File: config.mk
export PLATFORM = sky130hd
export DESIGN_NAME = linear_interp_resampler_top
export DESIGN_NICKNAME = d
export VERILOG_FILES = /design/src/hdl/lir_pkg.sv /design/src/hdl/lir_queue.sv /design/src/hdl/lir_front.sv /design/src/hdl/lir_back.sv /design/src/hdl/linear_interp_resampler_top.sv
export SDC_FILE = /design/constraint.sdc
export NUM_CORES = 2
export LEC_CHECK = 0
export BUFFER_PORTS_ARGS = -buffer_cell sky130_fd_sc_hd__buf_2
export CORE_UTILIZATION = 35
export DETAILED_ROUTE_END_ITERATION = 16
export GPL_TIMING_DRIVEN = 1
export PLACE_DENSITY = 0.53
export SLEW_MARGIN = 20
export SYNTH_ARGS = -nofsm -noshare
export SYNTH_HDL_FRONTEND = slang
export SYNTH_SLANG_ARGS = --single-unit
export TNS_END_PERCENT = 20
File: constraint.sdc
create_clock -name clock -period 20 [get_ports clock]
set_clock_uncertainty 0.15 [all_clocks]
set_input_delay 3 -clock clock [delete_from_list [all_inputs] [get_ports clock]]
set_output_delay 3 -clock clock [all_outputs]
set_load 0.05 [all_outputs]
File: src/hdl/lir_pkg.sv
`timescale 1ns / 1ps
`default_nettype none
// ----------------------------------------------------------------------------
// lir_pkg - shared types and constants of the linear interpolating resampler
// Default parameter values, status codes and the control word that travels
// with each queued command.
// ----------------------------------------------------------------------------
package lir_pkg;

   // defaults of the top level parameters
   localparam int MAX_RUN_DEF    = 64;
   localparam int TIME_BITS_DEF  = 32;
   localparam int VALUE_BITS_DEF = 32;

   // width of the grid step register
   localparam int STEP_BITS = 32;

   // depth of the command queue between front and back
   localparam int QUEUE_DEPTH = 4;

   // width of one operand slice of the back end multiplier
   localparam int MUL_CHUNK = 16;

   // result status codes
   typedef enum logic [1:0] {
      ST_OK   = 2'd0,
      ST_DROP = 2'd1,
      ST_OVER = 2'd2
   } status_type;

   // control part of a queued command
   typedef struct packed {
      status_type status;
      logic       last;
   } ctrl_type;

   localparam int CTRL_BITS = $bits(ctrl_type);

endpackage
`default_nettype wire

File: src/hdl/lir_queue.sv
`timescale 1ns / 1ps
`default_nettype none
// ----------------------------------------------------------------------------
// lir_queue - command queue between front and back
// Small register FIFO with valid/ready on both sides; each side stalls on
// its own.
// ----------------------------------------------------------------------------
module lir_queue #(
   parameter int WIDTH = 8,
   parameter int DEPTH = 4
) (
   input  wire logic             clock,
   input  wire logic             reset,
   input  wire logic             push_valid,
   output logic                  push_ready,
   input  wire logic [WIDTH-1:0] push_data,
   output logic                  pop_valid,
   input  wire logic             pop_ready,
   output logic [WIDTH-1:0]      pop_data
);

   localparam int PTR_W = (DEPTH > 1) ? $clog2(DEPTH) : 1;
   localparam int CNT_W = $clog2(DEPTH + 1);

   logic [WIDTH-1:0] entry_ff [DEPTH];
   logic [PTR_W-1:0] wr_ptr_ff, wr_ptr_in;
   logic [PTR_W-1:0] rd_ptr_ff, rd_ptr_in;
   logic [CNT_W-1:0] count_ff, count_in;
   logic             push_xfer, pop_xfer;

   assign push_ready = (count_ff != CNT_W'(DEPTH));
   assign pop_valid  = (count_ff != '0);
   assign pop_data   = entry_ff[rd_ptr_ff];
   assign push_xfer  = push_valid && push_ready;
   assign pop_xfer   = pop_valid && pop_ready;

   // pointer and fill count update
   always_comb begin
      wr_ptr_in = wr_ptr_ff;
      rd_ptr_in = rd_ptr_ff;
      count_in  = count_ff;
      if (push_xfer) begin
         wr_ptr_in = (wr_ptr_ff == PTR_W'(DEPTH - 1)) ? '0 : wr_ptr_ff + 1'b1;
      end
      if (pop_xfer) begin
         rd_ptr_in = (rd_ptr_ff == PTR_W'(DEPTH - 1)) ? '0 : rd_ptr_ff + 1'b1;
      end
      if (push_xfer && !pop_xfer) begin
         count_in = count_ff + 1'b1;
      end else if (pop_xfer && !push_xfer) begin
         count_in = count_ff - 1'b1;
      end
   end

   always_ff @(posedge clock) begin
      if (reset) begin
         wr_ptr_ff <= '0;
         rd_ptr_ff <= '0;
         count_ff  <= '0;
      end else begin
         wr_ptr_ff <= wr_ptr_in;
         rd_ptr_ff <= rd_ptr_in;
         count_ff  <= count_in;
      end
   end

   // entry storage
   always_ff @(posedge clock) begin
      if (push_xfer) begin
         entry_ff[wr_ptr_ff] <= push_data;
      end
   end

`ifndef ASSERT_OFF
   a_count_bound : assert property (@(posedge clock) disable iff (reset)
      count_ff <= CNT_W'(DEPTH))
      else $error("queue fill count beyond depth");
`endif

endmodule
`default_nettype wire

File: src/hdl/lir_front.sv
`timescale 1ns / 1ps
`default_nettype none
// ----------------------------------------------------------------------------
// lir_front - point intake and segment classification
// Holds the grid step and the series state, classifies each point and
// queues one command per result: a status result or a grid sample.
// ----------------------------------------------------------------------------
module lir_front #(
   parameter int MAX_RUN    = lir_pkg::MAX_RUN_DEF,
   parameter int TIME_BITS  = lir_pkg::TIME_BITS_DEF,
   parameter int VALUE_BITS = lir_pkg::VALUE_BITS_DEF
) (
   input  wire logic                         clock,
   input  wire logic                         reset,
   input  wire logic                         csr_valid,
   output logic                              csr_ready,
   input  wire logic [lir_pkg::STEP_BITS-1:0] csr_grid_step,
   input  wire logic                         req_valid,
   output logic                              req_ready,
   input  wire logic                         req_series_start,
   input  wire logic [TIME_BITS-1:0]         req_point_time,
   input  wire logic signed [VALUE_BITS-1:0] req_point_value,
   output logic                              push_valid,
   input  wire logic                         push_ready,
   output logic [lir_pkg::CTRL_BITS+3*TIME_BITS+2*VALUE_BITS-1:0] push_data
);

   localparam int SB    = lir_pkg::STEP_BITS;
   localparam int RUN_W = $clog2(MAX_RUN + 1);
   localparam int LIM_W = SB + RUN_W;
   localparam int CMP_W = (TIME_BITS > LIM_W) ? TIME_BITS : LIM_W;
   localparam int SUM_W = ((TIME_BITS > SB) ? TIME_BITS : SB) + 1;

   typedef enum logic [2:0] {
      FS_IDLE     = 3'b001,
      FS_CLASSIFY = 3'b010,
      FS_RUN      = 3'b100
   } front_state_type;

   front_state_type       state_ff, state_in;
   logic [SB-1:0]         grid_step_ff;
   logic [LIM_W-1:0]      run_limit_ff, run_limit_in;
   logic                  have_prev_ff, have_prev_in;
   logic [TIME_BITS-1:0]  prev_time_ff, prev_time_in;
   logic [VALUE_BITS-1:0] prev_value_ff, prev_value_in;
   logic [TIME_BITS:0]    next_grid_ff, next_grid_in;
   logic                  item_start_ff;
   logic [TIME_BITS-1:0]  item_time_ff;
   logic [VALUE_BITS-1:0] item_value_ff;

   logic [SB-1:0]         step_eff;
   logic                  grid_le, over, run_last, grid_clamp;
   logic [TIME_BITS-1:0]  gap;
   logic [SUM_W-1:0]      grid_sum;
   logic [TIME_BITS:0]    grid_next;
   lir_pkg::ctrl_type     push_ctrl;
   logic [TIME_BITS-1:0]  push_time, push_t0, push_t1;
   logic [VALUE_BITS-1:0] push_v0, push_v1;

   assign csr_ready = 1'b1;
   assign req_ready = (state_ff == FS_IDLE);

   // a zero step acts as one; run limit kept registered
   assign step_eff     = (grid_step_ff == '0) ? SB'(1) : grid_step_ff;
   assign run_limit_in = LIM_W'(step_eff) * LIM_W'(MAX_RUN);

   // segment classification
   assign grid_le = (next_grid_ff <= {1'b0, item_time_ff});
   assign gap     = item_time_ff - next_grid_ff[TIME_BITS-1:0];
   assign over    = (CMP_W'(gap) >= CMP_W'(run_limit_ff));

   // next grid time, pinned just above the time range once past it
   assign grid_sum   = SUM_W'(next_grid_ff) + SUM_W'(step_eff);
   assign grid_clamp = ((grid_sum >> TIME_BITS) != '0);
   assign grid_next  = grid_clamp ? {1'b1, {TIME_BITS{1'b0}}}
                                  : {1'b0, grid_sum[TIME_BITS-1:0]};
   assign run_last   = (grid_next > {1'b0, item_time_ff});

   assign push_data = {push_ctrl, push_time, push_t0, push_t1, push_v0, push_v1};

   // sequencing of one point
   always_comb begin
      state_in         = state_ff;
      have_prev_in     = have_prev_ff;
      prev_time_in     = prev_time_ff;
      prev_value_in    = prev_value_ff;
      next_grid_in     = next_grid_ff;
      push_valid       = 1'b0;
      push_ctrl.status = lir_pkg::ST_OK;
      push_ctrl.last   = run_last;
      push_time        = next_grid_ff[TIME_BITS-1:0];
      push_t0          = prev_time_ff;
      push_t1          = item_time_ff;
      push_v0          = prev_value_ff;
      push_v1          = item_value_ff;
      case (state_ff)
         FS_IDLE: begin
            if (req_valid) begin
               state_in = FS_CLASSIFY;
            end
         end
         FS_CLASSIFY: begin
            if (item_start_ff || !have_prev_ff) begin
               // open a series at this point
               have_prev_in  = 1'b1;
               prev_time_in  = item_time_ff;
               prev_value_in = item_value_ff;
               next_grid_in  = {1'b0, item_time_ff};
               state_in      = FS_IDLE;
            end else if (item_time_ff < prev_time_ff) begin
               // out of order: status result, state kept
               push_valid       = 1'b1;
               push_ctrl.status = lir_pkg::ST_DROP;
               push_ctrl.last   = 1'b1;
               push_time        = '0;
               push_t0          = '0;
               push_t1          = '0;
               push_v0          = '0;
               push_v1          = '0;
               if (push_ready) begin
                  state_in = FS_IDLE;
               end
            end else if (!grid_le) begin
               // no grid time in this segment
               prev_time_in  = item_time_ff;
               prev_value_in = item_value_ff;
               state_in      = FS_IDLE;
            end else if (over) begin
               // run too long: status result and restart
               push_valid       = 1'b1;
               push_ctrl.status = lir_pkg::ST_OVER;
               push_ctrl.last   = 1'b1;
               push_time        = '0;
               push_t0          = '0;
               push_t1          = '0;
               push_v0          = '0;
               push_v1          = '0;
               if (push_ready) begin
                  have_prev_in  = 1'b1;
                  prev_time_in  = item_time_ff;
                  prev_value_in = item_value_ff;
                  next_grid_in  = {1'b0, item_time_ff};
                  state_in      = FS_IDLE;
               end
            end else begin
               state_in = FS_RUN;
            end
         end
         FS_RUN: begin
            // one sample command per grid time
            push_valid = 1'b1;
            if (push_ready) begin
               next_grid_in = grid_next;
               if (run_last) begin
                  prev_time_in  = item_time_ff;
                  prev_value_in = item_value_ff;
                  state_in      = FS_IDLE;
               end
            end
         end
         default: begin
            state_in = FS_IDLE;
         end
      endcase
   end

   // control and series state
   always_ff @(posedge clock) begin
      if (reset) begin
         state_ff      <= FS_IDLE;
         grid_step_ff  <= SB'(1);
         have_prev_ff  <= 1'b0;
         prev_time_ff  <= '0;
         prev_value_ff <= '0;
         next_grid_ff  <= '0;
      end else begin
         state_ff      <= state_in;
         have_prev_ff  <= have_prev_in;
         prev_time_ff  <= prev_time_in;
         prev_value_ff <= prev_value_in;
         next_grid_ff  <= next_grid_in;
         if (csr_valid && csr_ready) begin
            grid_step_ff <= csr_grid_step;
         end
      end
   end

   // point capture and run limit
   always_ff @(posedge clock) begin
      run_limit_ff <= run_limit_in;
      if (req_valid && req_ready) begin
         item_start_ff <= req_series_start;
         item_time_ff  <= req_point_time;
         item_value_ff <= req_point_value;
      end
   end

`ifndef ASSERT_OFF
   a_run_in_segment : assert property (@(posedge clock) disable iff (reset)
      (state_ff == FS_RUN) |-> (next_grid_ff <= {1'b0, item_time_ff}))
      else $error("grid time beyond segment end during run");
`endif

endmodule
`default_nettype wire

File: src/hdl/lir_back.sv
`timescale 1ns / 1ps
`default_nettype none
// ----------------------------------------------------------------------------
// lir_back - interpolation of one queued sample
// Forms |v1-v0| * (g-t0) in slices, divides by (t1-t0) one quotient bit a
// cycle and presents the result through an output register.
// ----------------------------------------------------------------------------
module lir_back #(
   parameter int TIME_BITS  = lir_pkg::TIME_BITS_DEF,
   parameter int VALUE_BITS = lir_pkg::VALUE_BITS_DEF
) (
   input  wire logic                      clock,
   input  wire logic                      reset,
   input  wire logic                      pop_valid,
   output logic                           pop_ready,
   input  wire logic [lir_pkg::CTRL_BITS+3*TIME_BITS+2*VALUE_BITS-1:0] pop_data,
   output logic                           rsp_valid,
   input  wire logic                      rsp_ready,
   output logic [TIME_BITS-1:0]           rsp_out_time,
   output logic signed [VALUE_BITS-1:0]   rsp_out_value,
   output logic                           rsp_last_of_run,
   output logic [1:0]                     rsp_status
);

   localparam int CH    = lir_pkg::MUL_CHUNK;
   localparam int NCH   = (TIME_BITS + CH - 1) / CH;
   localparam int XP    = NCH * CH;
   localparam int PW    = VALUE_BITS + XP;
   localparam int PPW   = VALUE_BITS + CH;
   localparam int CNT_W = $clog2(VALUE_BITS + 1);

   typedef enum logic [3:0] {
      BS_IDLE = 4'b0001,
      BS_MUL  = 4'b0010,
      BS_DIV  = 4'b0100,
      BS_DONE = 4'b1000
   } back_state_type;

   back_state_type        state_ff, state_in;
   lir_pkg::ctrl_type     ctrl_ff, ctrl_in;
   logic [TIME_BITS-1:0]  g_ff, g_in;
   logic [VALUE_BITS-1:0] v0_ff, v0_in;
   logic [TIME_BITS-1:0]  den_ff, den_in;
   logic [XP-1:0]         x_ff, x_in;
   logic [VALUE_BITS-1:0] mag_ff, mag_in;
   logic                  neg_ff, neg_in;
   logic                  zero_len_ff, zero_len_in;
   logic [PPW-1:0]        pp_ff, pp_in;
   logic [PW-1:0]         acc_ff, acc_in;
   logic [TIME_BITS-1:0]  rem_ff, rem_in;
   logic [VALUE_BITS-1:0] q_ff, q_in;
   logic [CNT_W-1:0]      cnt_ff, cnt_in;

   logic                  rsp_valid_ff, rsp_valid_in;
   logic [TIME_BITS-1:0]  rsp_time_ff, rsp_time_in;
   logic [VALUE_BITS-1:0] rsp_value_ff, rsp_value_in;
   logic                  rsp_last_ff, rsp_last_in;
   logic [1:0]            rsp_status_ff, rsp_status_in;

   lir_pkg::ctrl_type     e_ctrl;
   logic [TIME_BITS-1:0]  e_g, e_t0, e_t1;
   logic [VALUE_BITS-1:0] e_v0, e_v1;
   logic [VALUE_BITS:0]   diff, diff_abs;
   logic [TIME_BITS:0]    trial;
   logic                  trial_ge;
   logic [VALUE_BITS-1:0] interp;
   logic                  out_free;

   assign {e_ctrl, e_g, e_t0, e_t1, e_v0, e_v1} = pop_data;

   assign pop_ready = (state_ff == BS_IDLE);
   assign out_free  = !rsp_valid_ff || rsp_ready;

   // signed difference of the segment end values
   assign diff     = {e_v1[VALUE_BITS-1], e_v1} - {e_v0[VALUE_BITS-1], e_v0};
   assign diff_abs = diff[VALUE_BITS] ? (~diff + 1'b1) : diff;

   // restoring division step
   assign trial    = {rem_ff, q_ff[VALUE_BITS-1]};
   assign trial_ge = (trial >= {1'b0, den_ff});

   // interpolated value, always between the end values
   assign interp = neg_ff ? (v0_ff - q_ff) : (v0_ff + q_ff);

   always_comb begin
      state_in      = state_ff;
      ctrl_in       = ctrl_ff;
      g_in          = g_ff;
      v0_in         = v0_ff;
      den_in        = den_ff;
      x_in          = x_ff;
      mag_in        = mag_ff;
      neg_in        = neg_ff;
      zero_len_in   = zero_len_ff;
      pp_in         = pp_ff;
      acc_in        = acc_ff;
      rem_in        = rem_ff;
      q_in          = q_ff;
      cnt_in        = cnt_ff;
      rsp_valid_in  = rsp_valid_ff && !rsp_ready;
      rsp_time_in   = rsp_time_ff;
      rsp_value_in  = rsp_value_ff;
      rsp_last_in   = rsp_last_ff;
      rsp_status_in = rsp_status_ff;
      case (state_ff)
         BS_IDLE: begin
            // take the next command
            if (pop_valid) begin
               ctrl_in     = e_ctrl;
               g_in        = e_g;
               v0_in       = e_v0;
               den_in      = e_t1 - e_t0;
               x_in        = XP'(e_g - e_t0);
               mag_in      = diff_abs[VALUE_BITS-1:0];
               neg_in      = diff[VALUE_BITS];
               zero_len_in = (e_t1 == e_t0);
               acc_in      = '0;
               cnt_in      = '0;
               if ((e_ctrl.status != lir_pkg::ST_OK) || (e_t1 == e_t0)) begin
                  state_in = BS_DONE;
               end else begin
                  state_in = BS_MUL;
               end
            end
         end
         BS_MUL: begin
            // slice products, most significant slice first
            if (cnt_ff < CNT_W'(NCH)) begin
               pp_in = PPW'(mag_ff) * PPW'(x_ff[XP-1 -: CH]);
               x_in  = x_ff << CH;
            end
            if (cnt_ff != '0) begin
               acc_in = (acc_ff << CH) + PW'(pp_ff);
            end
            cnt_in = cnt_ff + 1'b1;
            if (cnt_ff == CNT_W'(NCH)) begin
               rem_in   = acc_in[VALUE_BITS +: TIME_BITS];
               q_in     = acc_in[VALUE_BITS-1:0];
               cnt_in   = '0;
               state_in = BS_DIV;
            end
         end
         BS_DIV: begin
            // one quotient bit a cycle
            rem_in = trial_ge ? TIME_BITS'(trial - {1'b0, den_ff})
                              : TIME_BITS'(trial);
            q_in   = {q_ff[VALUE_BITS-2:0], trial_ge};
            cnt_in = cnt_ff + 1'b1;
            if (cnt_ff == CNT_W'(VALUE_BITS - 1)) begin
               state_in = BS_DONE;
            end
         end
         BS_DONE: begin
            // hand over to the output register
            if (out_free) begin
               rsp_valid_in  = 1'b1;
               rsp_last_in   = ctrl_ff.last;
               rsp_status_in = ctrl_ff.status;
               if (ctrl_ff.status != lir_pkg::ST_OK) begin
                  rsp_time_in  = '0;
                  rsp_value_in = '0;
               end else begin
                  rsp_time_in  = g_ff;
                  rsp_value_in = zero_len_ff ? v0_ff : interp;
               end
               state_in = BS_IDLE;
            end
         end
         default: begin
            state_in = BS_IDLE;
         end
      endcase
   end

   // control state
   always_ff @(posedge clock) begin
      if (reset) begin
         state_ff     <= BS_IDLE;
         rsp_valid_ff <= 1'b0;
         cnt_ff       <= '0;
      end else begin
         state_ff     <= state_in;
         rsp_valid_ff <= rsp_valid_in;
         cnt_ff       <= cnt_in;
      end
   end

   // datapath registers
   always_ff @(posedge clock) begin
      ctrl_ff       <= ctrl_in;
      g_ff          <= g_in;
      v0_ff         <= v0_in;
      den_ff        <= den_in;
      x_ff          <= x_in;
      mag_ff        <= mag_in;
      neg_ff        <= neg_in;
      zero_len_ff   <= zero_len_in;
      pp_ff         <= pp_in;
      acc_ff        <= acc_in;
      rem_ff        <= rem_in;
      q_ff          <= q_in;
      rsp_time_ff   <= rsp_time_in;
      rsp_value_ff  <= rsp_value_in;
      rsp_last_ff   <= rsp_last_in;
      rsp_status_ff <= rsp_status_in;
   end

   assign rsp_valid       = rsp_valid_ff;
   assign rsp_out_time    = rsp_time_ff;
   assign rsp_out_value   = rsp_value_ff;
   assign rsp_last_of_run = rsp_last_ff;
   assign rsp_status      = rsp_status_ff;

`ifndef ASSERT_OFF
   a_div_nonzero : assert property (@(posedge clock) disable iff (reset)
      (state_ff == BS_DIV) |-> (den_ff != '0))
      else $error("division entered with zero segment length");
   a_status_form : assert property (@(posedge clock) disable iff (reset)
      (rsp_valid_ff && (rsp_status_ff != lir_pkg::ST_OK))
         |-> (rsp_last_ff && (rsp_time_ff == '0) && (rsp_value_ff == '0)))
      else $error("status result not a lone zero result");
`endif

endmodule
`default_nettype wire

File: src/hdl/linear_interp_resampler_top.sv
`timescale 1ns / 1ps
`default_nettype none
// ----------------------------------------------------------------------------
// linear_interp_resampler_top - streaming linear resampler onto a time grid
// Points (series_start, time, value) enter on the req_ channel; each point
// that closes a segment yields one rsp_ transfer per grid time in it, the
// final one marked last_of_run, or a single status transfer.
// The csr_ channel writes the grid step (always ready); write it only while
// the block is idle.
// Each command passes from the front through the queue to the back end. For
// a grid sample the back forms the product in NCH = ceil(TIME_BITS/16)
// slices and then runs the restoring divider, which yields one quotient bit
// a cycle; status results and zero-length segments skip both steps. The back
// takes the next command only after it has handed its result to the output
// register. The front queues sample commands ahead of the back through a
// four-entry queue and takes the next point once its commands are queued.
// req_ready is high while the front waits for a point. When the receiver
// stalls the result holds in the output register, the back finishes its
// current sample and the queue fills, after which the front waits.
// Reset (synchronous) closes any open series, empties the queue, drops any
// pending result and sets the grid step to one.
// ----------------------------------------------------------------------------
module linear_interp_resampler_top #(
   parameter int MAX_RUN    = lir_pkg::MAX_RUN_DEF,
   parameter int TIME_BITS  = lir_pkg::TIME_BITS_DEF,
   parameter int VALUE_BITS = lir_pkg::VALUE_BITS_DEF
) (
   input  wire logic                          clock,
   input  wire logic                          reset,
   input  wire logic                          csr_valid,
   output logic                               csr_ready,
   input  wire logic [lir_pkg::STEP_BITS-1:0] csr_grid_step,
   input  wire logic                          req_valid,
   output logic                               req_ready,
   input  wire logic                          req_series_start,
   input  wire logic [TIME_BITS-1:0]          req_point_time,
   input  wire logic signed [VALUE_BITS-1:0]  req_point_value,
   output logic                               rsp_valid,
   input  wire logic                          rsp_ready,
   output logic [TIME_BITS-1:0]               rsp_out_time,
   output logic signed [VALUE_BITS-1:0]       rsp_out_value,
   output logic                               rsp_last_of_run,
   output logic [1:0]                         rsp_status
);

   localparam int ENTRY_W = lir_pkg::CTRL_BITS + 3 * TIME_BITS + 2 * VALUE_BITS;

   logic               push_valid, push_ready;
   logic [ENTRY_W-1:0] push_data;
   logic               pop_valid, pop_ready;
   logic [ENTRY_W-1:0] pop_data;

   // intake and classification
   lir_front #(
      .MAX_RUN    (MAX_RUN),
      .TIME_BITS  (TIME_BITS),
      .VALUE_BITS (VALUE_BITS)
   ) u_front (
      .clock            (clock),
      .reset            (reset),
      .csr_valid        (csr_valid),
      .csr_ready        (csr_ready),
      .csr_grid_step    (csr_grid_step),
      .req_valid        (req_valid),
      .req_ready        (req_ready),
      .req_series_start (req_series_start),
      .req_point_time   (req_point_time),
      .req_point_value  (req_point_value),
      .push_valid       (push_valid),
      .push_ready       (push_ready),
      .push_data        (push_data)
   );

   // command queue
   lir_queue #(
      .WIDTH (ENTRY_W),
      .DEPTH (lir_pkg::QUEUE_DEPTH)
   ) u_queue (
      .clock      (clock),
      .reset      (reset),
      .push_valid (push_valid),
      .push_ready (push_ready),
      .push_data  (push_data),
      .pop_valid  (pop_valid),
      .pop_ready  (pop_ready),
      .pop_data   (pop_data)
   );

   // interpolation and output
   lir_back #(
      .TIME_BITS  (TIME_BITS),
      .VALUE_BITS (VALUE_BITS)
   ) u_back (
      .clock           (clock),
      .reset           (reset),
      .pop_valid       (pop_valid),
      .pop_ready       (pop_ready),
      .pop_data        (pop_data),
      .rsp_valid       (rsp_valid),
      .rsp_ready       (rsp_ready),
      .rsp_out_time    (rsp_out_time),
      .rsp_out_value   (rsp_out_value),
      .rsp_last_of_run (rsp_last_of_run),
      .rsp_status      (rsp_status)
   );

endmodule
`default_nettype wire

==> impl_metrics.ini <==
[run_status]
run_status = finished clean

[global_route]
grt_max_degree = 90
grt_pass1_vias = 54900
grtUsageTotal_pct = 19.4
overflow = 0
antenna_found_initial = 5
grt_pass1_wl_mm = 347

[drt]
wire_per_inst_microns = 22.1
vias = 54200
drc = 0
drtIter0Drc = 3723
wirelength_mm = 231
final_antenna_net_count = 0
firstDrtPassIters = 5
via_per_inst = 5.18

[logic_synthesis]
yosysUniqueCellTypes = 88
synth_top_family_by_area = adder cells
ys_seq_elements = 1310
synth_xor_area_share_pct = 3.38
syn-num-nets = 8194
netlist_area_sq_mm = 0.0820
synthArstFlopShare_pct = 0
synthAdderAreaFrac_pct = 18.1
synth_area_leaders = edfxtp_1 (41%), fa_1 (10%), ha_1 (7.7%)
avgSynthCellArea_sq_um = 11.5
synth_most_common_cell = edfxtp_1
postSynthCellCount = 7162
synth_compound_area_share_pct = 9.51
synthMuxAreaShare_pct = 6.01
synth_edf_count = 1125
ys.flop_type = edfxtp_1
ys.warnings.count = 0
synthSimpleGateAreaFrac_pct = 12.6
synth_top_area_share_pct = 41.2
synth_common_cells = edfxtp_1 (1125), inv_1 (701), nand2_1 (593)
ys_seq_area_share_pct = 45.7
yosysTopAreaCell = edfxtp_1

[worst_setup_path]
arrival_ns = 9.55
crit_path_max_fanout = 39
slowest_stage = and3_1
critical_path_class = reg -> reg
r2r_cells = 29
crit_required_ns = 20.53
r2r_end = u_front.prev_value_ff[26]
critPathLaunchType = flop
r2r_start = u_front.grid_step_ff[17]
slowest_delay_ns = 0.76
r2r_slack_ns = 10.99
end_kind = flop

[clocking]
cts.clk_slew.worst_paths_ns = 0.06
ctsRootBufferMaster = clkbuf_16
cts_tree = built
cts_buffers = 140
ctsResizeCount = 0
htree_levels = 4
cts_setup_buffers = 0
cts_buffer_depth = 3
cts.sinks = 1310
cts_hold_buf = 0
clk_latency_ns = 0.79

[finish]
nets = 8259
drive_gt1_share_pct = 9.43
multi_input_area_sq_mm = 0.0408
n_fill_cell = 22400
syn2layout_area_growth_pct = 10.9
seqCellArea_sq_mm = 0.0375

[sta]
setup_viol = 0
finalHoldViolations = 0
relSlewSlack_pct = 30.2
hold_slack_ns = 0.241
min_period_ns = 9.01
worstMarginPinSlew_ns = 1.04
rsz0062_at_grt = no
slew_viol_final = 0
fmax_mhz = 111
worst_slack_ns = 10.99
tns_ns = 0
fin_crit_sh_pct = 45.1

[hold_path]
hold_path.startpoint = u_front.grid_step_ff[17]
min_path_type = reg -> reg
whs_path_depth = 0
hold-path-endpoint = u_front.run_limit_ff[23]

[floorplan]
ios = 172
fp-row-count = 177
die_w_microns = 486
chipHeight_microns = 486
die_area_sq_mm = 0.236
core_region_area_sq_mm = 0.233
initial_utilization_pct = 35.2

[place]
place_ws_ns = 10.84
portBuffers = 170
place_congestion = 0.905
hpwl_mm = 171

[job]
cap_violations = 0
==> cells in the final DEF, fill, tap and decap left out, drive strengths merged, types with 31 or more instances in the layout <==
| cell | instances |
|---|---|
| nand2 | 593 |
| clkbuf | 168 |
| and3 | 48 |
| nor2b | 52 |
| dfxtp | 185 |
| buf | 237 |
| o31ai | 51 |
| fa | 426 |
| o21bai | 34 |
| mux4 | 163 |
| xor2 | 121 |
| a211oi | 53 |
| nor2 | 494 |
| a311oi | 32 |
| inv | 710 |
| nand2b | 114 |
| o21a | 57 |
| nand3 | 96 |
| mux2i | 122 |
| nand4 | 88 |
| and2 | 385 |
| nor3 | 96 |
| a21oi | 383 |
| a31oi | 42 |
| xnor2 | 195 |
| clkinv | 56 |
| edfxtp | 1125 |
| a21o | 184 |
| o21ai | 191 |
| ha | 504 |
| or3 | 31 |
==> metal layers <==
layer	GRT usage (%)	routed length [microns]	vias to the layer above	part of all wire, %
li1	-	-	25400	-
met1	26.9	107000	27200	46
met2	31.6	107000	1315	46
met3	2.49	10800	296	4.7
met4	5.64	6310	0	2.7
met5	0	0	-	0
==> registers in the layout, indices dropped and copies added (netlist names), 33 cells and up, named ones only <==
register and cells:
u_front.next_grid_ff 33, u_queue.entry_ff 652, u_back.pp_ff 48, u_back.acc_ff 64
==> logic make-up after synthesis <==
kind of cell / after synthesis
AOI/OAI and AO/OA: 1199
xor gates and xnor gates: 316
adders and majority gates: 930
buffers and inverters: 1015
DFF: 1310
muxes: 288
other: 1
and+or+nand+nor: 2103
==> through the flow <==
step,util [%],instances,cell area (sq um)
floorplan,-,7162,82000
global route,39.1,10500,90900
CTS,39.1,10500,90900
detailed placement,37.0,10200,86200
finish,39.1,10500,90900
global placement,37.0,10200,86200
==> layout make-up <==
class | instances | area share [%]
antenna | 1 | 0.00275
clock buffer | 168 | 4.09
clock inverter | 86 | 1.07
inverter | 701 | 2.90
multi-input combinational | 4837 | 44.9
sequential | 1310 | 41.2
tap | 3132 | 4.31
timing repair buffer | 237 | 1.53
==> how the worst max path moves through the flow <==
stage | startpoint | to | slack [ns] | cells after the start
after global routing | u_front.grid_step_ff[17] | u_front.prev_value_ff[0] | 10.46 | 29
after floorplan | u_front.item_time_ff[1] | u_queue.entry_ff[0][0] | 11.29 | 23
after detailed placement | u_front.grid_step_ff[18] | u_front.prev_value_ff[0] | 10.84 | 29
after CTS | u_front.grid_step_ff[18] | u_front.prev_value_ff[26] | 10.79 | 29
after global placement | u_front.grid_step_ff[17] | u_front.prev_value_ff[11] | 10.79 | 29
final | u_front.grid_step_ff[17] | u_front.prev_value_ff[26] | 10.99 | 29
==> worst max-delay path: cells and delay by family (launching register included) <==
family | cells | cell delay [ns]
flip-flops | 1 | 0.33
AO/OA/AOI/OAI | 10 | 2.69
AND/OR/NAND/NOR | 13 | 3.68
adder cells (fa/ha/maj) | 3 | 0.95
buffers and inverters | 2 | 0.73
multiplexers | 1 | 0.28
Power is left out: the tool's default activity adds up to more than one toggle a clock period on the data nets, which glitch-free logic cannot reach.
